===== src/sv/ccc_pkg.sv =====
`timescale 1ns / 1ps
// ----------------------------------------------------------------------------
// ccc_pkg: shared types and constants of the confusion counter
// Sizes, fixed-point constants, register and mode codes, helper functions.
// ----------------------------------------------------------------------------
package ccc_pkg;

  localparam int NUM_CLASSES = 16;
  localparam int VALUE_BITS  = 16;
  localparam int COUNT_BITS  = 32;

  localparam int POS_BITS  = $clog2(NUM_CLASSES);
  localparam int TC_BITS   = 4;
  localparam int IDX_BITS  = (POS_BITS > TC_BITS) ? POS_BITS : TC_BITS;
  localparam int OUT_BITS  = 32;
  localparam int CNT_EXT   = (COUNT_BITS > OUT_BITS) ? COUNT_BITS : OUT_BITS;
  localparam int FRAC_BITS = VALUE_BITS - 3;
  localparam int WIDE_BITS = VALUE_BITS + 2;

  typedef logic signed [VALUE_BITS-1:0] value_t;
  typedef logic        [VALUE_BITS-2:0] tol_t;
  typedef logic        [COUNT_BITS-1:0] count_t;
  typedef logic        [POS_BITS-1:0]   pos_t;
  typedef logic        [TC_BITS-1:0]    class_t;
  typedef logic        [OUT_BITS-1:0]   out_cnt_t;
  typedef logic        [1:0]            mode_t;
  typedef logic        [1:0]            reg_idx_t;

  // 0.5 and -1 in the value format
  localparam value_t Q_HALF      = value_t'(64'sd1 <<< (FRAC_BITS - 1));
  localparam value_t Q_MINUS_ONE = value_t'(-(64'sd1 <<< FRAC_BITS));

  localparam mode_t MODE_TOL   = 2'd0;
  localparam mode_t MODE_THR   = 2'd1;
  localparam mode_t MODE_CLASS = 2'd2;

  localparam reg_idx_t REG_MODE      = 2'd0;
  localparam reg_idx_t REG_TOLERANCE = 2'd1;
  localparam reg_idx_t REG_SEPARATOR = 2'd2;

  localparam mode_t  MODE_RESET      = MODE_CLASS;
  localparam tol_t   TOLERANCE_RESET = tol_t'(819);
  localparam value_t SEPARATOR_RESET = Q_HALF;

  // one-hot counter choice for an element, plus verdict spoiler
  typedef struct packed {
    logic tp;
    logic tn;
    logic fp;
    logic fn;
    logic spoil;
  } cat_t;

  function automatic count_t sat_inc(input count_t c);
    sat_inc = (c == {COUNT_BITS{1'b1}}) ? c : c + count_t'(1);
  endfunction

  function automatic out_cnt_t to_out(input count_t c);
    logic [CNT_EXT-1:0] w;
    w = CNT_EXT'(c);
    to_out = w[OUT_BITS-1:0];
  endfunction

endpackage


===== src/sv/ccc_if.sv =====
`timescale 1ns / 1ps
// ----------------------------------------------------------------------------
// ccc_if: item and result channels
// Valid/ready channels carrying one class element in, one count word out.
// ----------------------------------------------------------------------------
interface ccc_in_if import ccc_pkg::*; ();
  logic   valid;
  logic   ready;
  logic   op;
  value_t output_value;
  value_t desired_value;
  class_t true_class;
  logic   last_element;

  modport source (output valid, output op, output output_value, output desired_value,
                  output true_class, output last_element, input ready);
  modport sink   (input valid, input op, input output_value, input desired_value,
                  input true_class, input last_element, output ready);
endinterface

interface ccc_out_if import ccc_pkg::*; ();
  logic     valid;
  logic     ready;
  class_t   class_index;
  out_cnt_t tp_value;
  out_cnt_t tn_value;
  out_cnt_t fp_value;
  out_cnt_t fn_value;
  logic     vector_done;
  logic     vector_correct;
  out_cnt_t well_total;
  out_cnt_t miss_total;

  modport source (output valid, output class_index, output tp_value, output tn_value,
                  output fp_value, output fn_value, output vector_done,
                  output vector_correct, output well_total, output miss_total,
                  input ready);
  modport sink   (input valid, input class_index, input tp_value, input tn_value,
                  input fp_value, input fn_value, input vector_done,
                  input vector_correct, input well_total, input miss_total,
                  output ready);
endinterface


===== src/sv/ccc_classify.sv =====
`timescale 1ns / 1ps
// ----------------------------------------------------------------------------
// ccc_classify: per-element outcome decision
// Picks TP/TN/FP/FN for one element under the configured mode.
// ----------------------------------------------------------------------------
module ccc_classify import ccc_pkg::*; (
  input  mode_t  mode,
  input  tol_t   tolerance,
  input  value_t separator,
  input  value_t output_value,
  input  value_t desired_value,
  input  logic   is_true_class,
  output cat_t   cat
);

  logic signed [WIDE_BITS-1:0] o_w;
  logic signed [WIDE_BITS-1:0] d_w;
  logic signed [WIDE_BITS-1:0] t_w;
  logic above, below, o_pos, d_pos, hi;

  assign o_w = WIDE_BITS'(output_value);
  assign d_w = WIDE_BITS'(desired_value);
  assign t_w = $signed({{(WIDE_BITS-VALUE_BITS+1){1'b0}}, tolerance});

  assign above = o_w > (d_w + t_w);
  assign below = o_w <= (d_w - t_w);
  assign o_pos = output_value > separator;
  assign d_pos = desired_value > separator;
  assign hi    = output_value > Q_HALF;

  always_comb begin
    cat = '0;
    case (mode)
      MODE_TOL: begin
        // within band counts as true negative
        cat.fp = above;
        cat.fn = !above && below;
        cat.tn = !above && !below;
        cat.spoil = above || below;
      end
      MODE_THR: begin
        cat.tp = o_pos && d_pos;
        cat.tn = !o_pos && !d_pos;
        cat.fp = o_pos && !d_pos;
        cat.fn = !o_pos && d_pos;
        cat.spoil = o_pos != d_pos;
      end
      default: begin
        // class mode, spare code too
        cat.tp = is_true_class && hi;
        cat.fn = is_true_class && !hi;
        cat.fp = !is_true_class && hi;
        cat.tn = !is_true_class && !hi;
      end
    endcase
  end

endmodule


===== src/sv/ccc_counter_bank.sv =====
`timescale 1ns / 1ps
// ----------------------------------------------------------------------------
// ccc_counter_bank: per-class saturating confusion counters
// Four counters per class; one class read, and updated on upd, per cycle.
// ----------------------------------------------------------------------------
module ccc_counter_bank import ccc_pkg::*; (
  input  logic   clk,
  input  logic   rst,
  input  logic   clear,
  input  logic   upd,
  input  pos_t   pos,
  input  cat_t   cat,
  output count_t tp_new,
  output count_t tn_new,
  output count_t fp_new,
  output count_t fn_new
);

  count_t tp_counts [NUM_CLASSES];
  count_t tn_counts [NUM_CLASSES];
  count_t fp_counts [NUM_CLASSES];
  count_t fn_counts [NUM_CLASSES];

  assign tp_new = cat.tp ? sat_inc(tp_counts[pos]) : tp_counts[pos];
  assign tn_new = cat.tn ? sat_inc(tn_counts[pos]) : tn_counts[pos];
  assign fp_new = cat.fp ? sat_inc(fp_counts[pos]) : fp_counts[pos];
  assign fn_new = cat.fn ? sat_inc(fn_counts[pos]) : fn_counts[pos];

  always_ff @(posedge clk) begin
    if (rst || clear) begin
      for (int i = 0; i < NUM_CLASSES; i++) begin
        tp_counts[i] <= '0;
        tn_counts[i] <= '0;
        fp_counts[i] <= '0;
        fn_counts[i] <= '0;
      end
    end else if (upd) begin
      tp_counts[pos] <= tp_new;
      tn_counts[pos] <= tn_new;
      fp_counts[pos] <= fp_new;
      fn_counts[pos] <= fn_new;
    end
  end

endmodule


===== src/sv/classifier_confusion_counter.sv =====
`timescale 1ns / 1ps
// ----------------------------------------------------------------------------
// classifier_confusion_counter: streaming confusion matrix counter
// Counts per-class TP/TN/FP/FN and per-vector verdict totals.
//
//   channel  dir  handshake          word
//   item     in   valid/ready        op, output_value, desired_value,
//                                    true_class, last_element
//   result   out  valid/ready        class_index, tp/tn/fp/fn_value,
//                                    vector_done, vector_correct, totals
//   cfg      in   cfg_we, no stall   cfg_index, cfg_data
//
// One word per cycle unless result stalls; results follow in the next cycle.
// Counter read, saturating increment and write-back close in the accept cycle.
// Item ready stays high while the result register is empty or being drained.
// Synchronous reset clears all counters and vector state; no clearing pass.
// ----------------------------------------------------------------------------
module classifier_confusion_counter import ccc_pkg::*; (
  input  logic      clk,
  input  logic      rst,
  input  logic      cfg_we,
  input  reg_idx_t  cfg_index,
  input  value_t    cfg_data,
  ccc_in_if.sink    item,
  ccc_out_if.source result
);

  mode_t  mode;
  tol_t   tolerance;
  value_t separator;

  count_t well_count, well_next;
  count_t miss_count, miss_next;
  pos_t   element_position;
  logic   vector_ok, vector_ok_next;
  value_t running_max, running_max_next;
  pos_t   max_position, max_position_next;
  logic   max_found, max_found_next;

  logic   accept, step, clr, done, correct, class_mode, max_upd;
  cat_t   cat;
  count_t tp_new, tn_new, fp_new, fn_new;
  logic [IDX_BITS-1:0] pos_ext, tc_ext, maxp_ext;
  logic [IDX_BITS-1:0] pos_idx;

  assign item.ready = !result.valid || result.ready;
  assign accept     = item.valid && item.ready;
  assign step       = accept && !item.op;
  assign clr        = accept && item.op;

  always_ff @(posedge clk) begin
    if (rst) begin
      mode      <= MODE_RESET;
      tolerance <= TOLERANCE_RESET;
      separator <= SEPARATOR_RESET;
    end else if (cfg_we) begin
      case (cfg_index)
        REG_MODE:      mode      <= cfg_data[1:0];
        REG_TOLERANCE: tolerance <= cfg_data[VALUE_BITS-2:0];
        REG_SEPARATOR: separator <= cfg_data;
        default: ;
      endcase
    end
  end

  assign pos_ext    = IDX_BITS'(element_position);
  assign tc_ext     = IDX_BITS'(item.true_class);
  assign class_mode = !(mode == MODE_TOL || mode == MODE_THR);

  ccc_classify u_classify (
    .mode          (mode),
    .tolerance     (tolerance),
    .separator     (separator),
    .output_value  (item.output_value),
    .desired_value (item.desired_value),
    .is_true_class (pos_ext == tc_ext),
    .cat           (cat)
  );

  ccc_counter_bank u_bank (
    .clk    (clk),
    .rst    (rst),
    .clear  (clr),
    .upd    (step),
    .pos    (element_position),
    .cat    (cat),
    .tp_new (tp_new),
    .tn_new (tn_new),
    .fp_new (fp_new),
    .fn_new (fn_new)
  );

  // strict running argmax, tracked in every mode
  assign max_upd           = running_max < item.output_value;
  assign running_max_next  = max_upd ? item.output_value : running_max;
  assign max_position_next = max_upd ? element_position : max_position;
  assign max_found_next    = max_found || max_upd;
  assign vector_ok_next    = vector_ok && !cat.spoil;
  assign maxp_ext          = IDX_BITS'(max_position_next);

  assign done    = item.last_element || (element_position == pos_t'(NUM_CLASSES - 1));
  assign correct = done && (class_mode ? (max_found_next && maxp_ext == tc_ext)
                                       : vector_ok_next);
  assign well_next = (done && correct)  ? sat_inc(well_count) : well_count;
  assign miss_next = (done && !correct) ? sat_inc(miss_count) : miss_count;

  always_ff @(posedge clk) begin
    if (rst || clr) begin
      well_count       <= '0;
      miss_count       <= '0;
      element_position <= '0;
      vector_ok        <= 1'b1;
      running_max      <= Q_MINUS_ONE;
      max_position     <= '0;
      max_found        <= 1'b0;
    end else if (step) begin
      well_count <= well_next;
      miss_count <= miss_next;
      if (done) begin
        element_position <= '0;
        vector_ok        <= 1'b1;
        running_max      <= Q_MINUS_ONE;
        max_position     <= '0;
        max_found        <= 1'b0;
      end else begin
        element_position <= element_position + pos_t'(1);
        vector_ok        <= vector_ok_next;
        running_max      <= running_max_next;
        max_position     <= max_position_next;
        max_found        <= max_found_next;
      end
    end
  end

  assign pos_idx = pos_ext;

  // result register
  always_ff @(posedge clk) begin
    if (rst) begin
      result.valid <= 1'b0;
    end else if (accept) begin
      result.valid <= 1'b1;
    end else if (result.ready) begin
      result.valid <= 1'b0;
    end
  end

  always_ff @(posedge clk) begin
    if (clr) begin
      result.class_index    <= '0;
      result.tp_value       <= '0;
      result.tn_value       <= '0;
      result.fp_value       <= '0;
      result.fn_value       <= '0;
      result.vector_done    <= 1'b0;
      result.vector_correct <= 1'b0;
      result.well_total     <= '0;
      result.miss_total     <= '0;
    end else if (step) begin
      result.class_index    <= pos_idx[TC_BITS-1:0];
      result.tp_value       <= to_out(tp_new);
      result.tn_value       <= to_out(tn_new);
      result.fp_value       <= to_out(fp_new);
      result.fn_value       <= to_out(fn_new);
      result.vector_done    <= done;
      result.vector_correct <= correct;
      result.well_total     <= to_out(well_next);
      result.miss_total     <= to_out(miss_next);
    end
  end

endmodule

===== src/flat_wrapper.sv =====
// flat-port wrapper written by rule: the top's interface ports become plain ports
module classifier_confusion_counter_flat import ccc_pkg::*;
  (clk, rst, cfg_we, cfg_index, cfg_data, item_valid, item_op, item_output_value, item_desired_value, item_true_class, item_last_element, item_ready, result_valid, result_class_index, result_tp_value, result_tn_value, result_fp_value, result_fn_value, result_vector_done, result_vector_correct, result_well_total, result_miss_total, result_ready);
  ccc_in_if item_i ();
  ccc_out_if result_i ();
  input  logic clk;
  input  logic rst;
  input  logic cfg_we;
  input  reg_idx_t cfg_index;
  input  value_t cfg_data;
  input wire logic [$bits(item_i.valid)-1:0] item_valid;
  input wire logic [$bits(item_i.op)-1:0] item_op;
  input wire logic [$bits(item_i.output_value)-1:0] item_output_value;
  input wire logic [$bits(item_i.desired_value)-1:0] item_desired_value;
  input wire logic [$bits(item_i.true_class)-1:0] item_true_class;
  input wire logic [$bits(item_i.last_element)-1:0] item_last_element;
  output wire logic [$bits(item_i.ready)-1:0] item_ready;
  output wire logic [$bits(result_i.valid)-1:0] result_valid;
  output wire logic [$bits(result_i.class_index)-1:0] result_class_index;
  output wire logic [$bits(result_i.tp_value)-1:0] result_tp_value;
  output wire logic [$bits(result_i.tn_value)-1:0] result_tn_value;
  output wire logic [$bits(result_i.fp_value)-1:0] result_fp_value;
  output wire logic [$bits(result_i.fn_value)-1:0] result_fn_value;
  output wire logic [$bits(result_i.vector_done)-1:0] result_vector_done;
  output wire logic [$bits(result_i.vector_correct)-1:0] result_vector_correct;
  output wire logic [$bits(result_i.well_total)-1:0] result_well_total;
  output wire logic [$bits(result_i.miss_total)-1:0] result_miss_total;
  input wire logic [$bits(result_i.ready)-1:0] result_ready;
  assign item_i.valid = item_valid;
  assign item_i.op = item_op;
  assign item_i.output_value = item_output_value;
  assign item_i.desired_value = item_desired_value;
  assign item_i.true_class = item_true_class;
  assign item_i.last_element = item_last_element;
  assign item_ready = item_i.ready;
  assign result_valid = result_i.valid;
  assign result_class_index = result_i.class_index;
  assign result_tp_value = result_i.tp_value;
  assign result_tn_value = result_i.tn_value;
  assign result_fp_value = result_i.fp_value;
  assign result_fn_value = result_i.fn_value;
  assign result_vector_done = result_i.vector_done;
  assign result_vector_correct = result_i.vector_correct;
  assign result_well_total = result_i.well_total;
  assign result_miss_total = result_i.miss_total;
  assign result_i.ready = result_ready;
  classifier_confusion_counter u_core (.clk(clk), .rst(rst), .cfg_we(cfg_we), .cfg_index(cfg_index), .cfg_data(cfg_data), .item(item_i), .result(result_i));
endmodule

===== config.mk =====
export PLATFORM = sky130hd
export DESIGN_NAME = classifier_confusion_counter_flat
export DESIGN_NICKNAME = d
export VERILOG_FILES = /design/src/sv/ccc_pkg.sv /design/src/sv/ccc_if.sv /design/src/sv/ccc_classify.sv /design/src/sv/ccc_counter_bank.sv /design/src/sv/classifier_confusion_counter.sv /design/src/flat_wrapper.sv
export SDC_FILE = /design/constraint.sdc
export NUM_CORES = 2
export LEC_CHECK = 0
export BUFFER_PORTS_ARGS = -buffer_cell sky130_fd_sc_hd__buf_4
export CAP_MARGIN = 20
export CORE_ASPECT_RATIO = 0.75
export CORE_MARGIN = 5
export CORE_UTILIZATION = 60
export DETAILED_ROUTE_END_ITERATION = 10
export PLACE_DENSITY = 0.77
export SYNTH_ARGS = -nofsm -noshare
export SYNTH_HDL_FRONTEND = slang
export SYNTH_SLANG_ARGS = --single-unit

===== constraint.sdc =====
create_clock -name clk -period 8.3 [get_ports clk]
set_clock_uncertainty 0.15 [all_clocks]
set_input_delay 0.83 -clock clk [delete_from_list [all_inputs] [get_ports clk]]
set_output_delay 0.83 -clock clk [all_outputs]
set_load 0.1 [all_outputs]

==> run metrics <==
number of iterations in the first detailed-routing pass 8; shortest clock period the worst path allows after layout about 7300 ps; status complete, no violations; top library cells by usage in the layout, fill and taps aside nor2_1 (2188), edfxtp_1 (2048), mux4_2 (544); number of primary I/O pins around 260; capturing element type of the critical path flip-flop; final hold vios 0; final clock period utilization by the worst path slightly below 90%; total CTS buffers 215; Sw Ratio between 20% and 30%; TritonCTS clock tree done; Slew HR around 15%; count of buffering cells on the critical path with inverters included 1; number of slew-limit violations in the final report 0; final-report setup violation count 0; share of final-layout standard cells stronger than drive strength 1 a little under a fifth; number of enable flip-flop cells after synthesis 2048; GRT overflow 0; clock input transition at the sequential cells of the worst setup and hold paths about 70 ps; HPWL reported at the end of detailed placement about 160 mm; Worst-Margin Slew between 1000 and 1500 ps; share of total power in the clock network roughly two fifths; initial core utilization 60.33%; cell with the largest stage delay on the worst path or3_1; count of state elements after synthesis ~2400; average routed wire per standard cell 28.89 um; post-detailed-route count of antenna-violating nets 0; PwrDens between 200 and 250 nW/um2; Post-Syn Nets approximately 8000; clk_lat worst skew around 900 ps; total wire length 305.3 mm; GRT Overall Usage roughly a third; summed negative setup slack over all endpoints 0 ps; most common cell after layout, fill and taps aside nor2_1; std cell rows ~130; largest net degree at the start of global routing roughly 130; drc violations 0; clock root buffer master clkbuf_16; top-area cell type share of the netlist area between 50% and 60%; die area 187300 um2; net total in the final layout between 8000 and 9000; fraction of registers with async set or reset after synthesis 0%; maximum resistive drop on vdd 0.2176 mV; most area-hungry cell type in the Yosys netlist edfxtp_1; x dimension of the die 498.1 um; routability cong. 0.8732; synthesis warning total 0; top fanout value on the critical path 17; Max Buffers Root-to-Sink 3; total net switching power around 6500 uW; cells traversed along the worst timing path inv_1 -> ha_1 -> nor2b_1 -> o21ai_0 -> a21oi_1 -> o21ai_0 -> a21oi_1 -> o21ai_0 -> a21oi_1 -> o41ai_1 -> mux2i_1 -> a2111oi_0 -> ha_1 -> a21oi_1 -> o21ai_0 -> a2111oi_0 -> o21bai_1 -> a21o_1 -> or3_1 -> and4bb_2 -> xnor2_4 -> nor2_1; most used flip-flop cell after synthesis edfxtp_1; Final Worst Setup Slack 1032 ps; average size of a mapped cell between 10 and 15 um2; Synth cell types about 110; relative contribution of sequential cells to total power 51.9%; maximum clock rate 0.1376 GHz; sequential area share after synthesis a little under two thirds; synthesized instance count roughly 7900; data required time of the worst path 8740 ps; arrival time of data at the critical path endpoint roughly 7700 ps; P_int around 20000 uW; Post-Place Setup Slack approximately 680 ps; number of I/O port buffers 260; growth of design area from synthesis to finish 10.48%; crit-path leading delay family compound AO/OA/AOI/OAI gates; number of max-cap violations 0; post-CTS setup-driven buffer insertion count 0; Die H ~380 um; kind of critical path flip-flop to flip-flop; placeable core area around 180000 um2; global-route wire length before repair between 400 and 500 mm; Gate power share roughly a tenth; ratio of routed vias to standard cells between 6 and 7; quantity of gates resized following cts 0; initial antenna violation count 2; level count of the clock H-tree 4; unrepaired setup endpoints after global routing false; vias 70499; initial detailed-routing violation count around 11000; Leak 0.04110 uW; number of global-route vias before repair around 70000; worst min path class input port to flip-flop; leading post-synthesis cells by cell area edfxtp_1 (57%), mux4_2 (11%), nor2_1 (7.7%); critical path startpoint category flip-flop; number of clock sinks between 2000 and 2500; Largest stage delay, worst path roughly 650 ps; netlist area before placement around 110000 um2
flip-flops by register name, indices dropped and copies added, names as in the netlist, named ones only:
signal                        cells
u_core.result.miss_total         32
u_core.u_bank.tn_counts         512
u_core.result.well_total         32
u_core.max_position               4
u_core.result.valid               1
u_core.element_position           4
u_core.result.vector_correct      1
u_core.result.fp_value           32
u_core.result.class_index         4
u_core.u_bank.tp_counts         512
u_core.result.vector_done         1
u_core.u_bank.fn_counts         512
u_core.miss_count                32
u_core.running_max               16
u_core.separator                 16
u_core.u_bank.fp_counts         512
u_core.well_count                32
u_core.result.fn_value           32
u_core.result.tn_value           32
u_core.vector_ok                  1
u_core.result.tp_value           32
u_core.tolerance                 15
u_core.max_found                  1
u_core.mode                       2
cells by family (layout without fill, tap and decap cells):
kind of cell,count (synthesis),in the layout,synth area share (%)
AND/OR/NAND/NOR,3155,3155,12.46
buffers and inverters,744,1011,3.621
other,0,7,0
XOR/XNOR,220,220,1.993
multiplexers,694,694,13.37
flip-flops,2374,2374,63.45
AO/OA/AOI/OAI,599,599,3.608
adder cells (fa/ha/maj),127,127,1.496
cell usage after synthesis (13+ instances only):
cell,instances
a211oi_1,16
or3_1,35
nand3b_1,14
buf_2,117
nand2_1,422
xnor2_1,98
nand2b_1,21
o211ai_1,18
buf_4,54
buf_1,19
nor2_1,2189
buf_8,23
mux2_2,21
a211o_1,13
nor2_4,20
xor2_1,97
nand4_1,73
and2_1,19
mux4_1,33
o21ai_0,215
o31ai_1,34
clkbuf_1,367
dlygate4sd1_1,24
xnor2_2,18
buf_12,13
edfxtp_1,2048
dfxtp_1,326
mux4_2,544
and3_1,47
ha_1,125
a22oi_1,28
mux2i_1,94
a21oi_1,116
o21a_1,21
buf_6,20
nor3_1,58
inv_1,106
a22o_1,13
or4_1,13
nor2b_1,31
nor4_1,23
nand3_1,117
timing repair:
action / in CTS / in global routing
hold buffers: 1 / 0
endpoints found under the hold margin: 1 / 0
endpoints found under the setup margin: 0 / 0
power by group through the flow:
stage               clock [uW]  combinational, uW  sequential [uW]
global placement             0               2410            13900
detailed placement           0               2450            14000
finish                   10200               2490            13700
floorplan                    0               1270            14400
CTS                      10300               2470            13700
global route             10800               2610            13800
stage by stage:
step	hold slack, ps	total power (uW)	instances	util (%)	cell area (um2)
floorplan	286.3	15620	7913	-	107200
global placement	285.5	16330	10136	62.50	111100
detailed placement	291.2	16420	10141	62.53	111100
CTS	0.1651	26460	10549	66.59	118400
global route	39.68	27170	10561	66.64	118400
finish	46.39	26450	10567	66.65	118400
worst paths after layout:
check / depth (start not counted) / start / end / slack, ps
hold reg to reg: 2 / u_core.result.tp_value[25] / u_core.result.tp_value[25] / 300
setup / recovery: 22 / u_core.tolerance[2] / u_core.u_bank.fn_counts[12][27] / 1030
hold / removal: 2 / cfg_data[5] / u_core.tolerance[5] / 50
setup reg to reg: 22 / u_core.tolerance[2] / u_core.u_bank.fn_counts[12][27] / 1030
cell type report:
type	count	area, um2
multi-input combinational	4795	35630
antenna	7	17.52
tap	2380	2978
clock buffer	281	5882
sequential	2374	68040
inverter	107	409.1
timing repair buffer	497	4156
fill	12174	59270
clock inverter	126	1339
layer usage:
layer / track usage [%] / wire length, um / share of wire [%]
met1: 44.08 / 108100 / 35
met2: 51.56 / 145200 / 48
met3: 7.387 / 39970 / 13
met4: 11.98 / 12000 / 3.9
met5: 0 / 13 / 0.0043
Note: power is estimated with default switching activity, not from simulation.
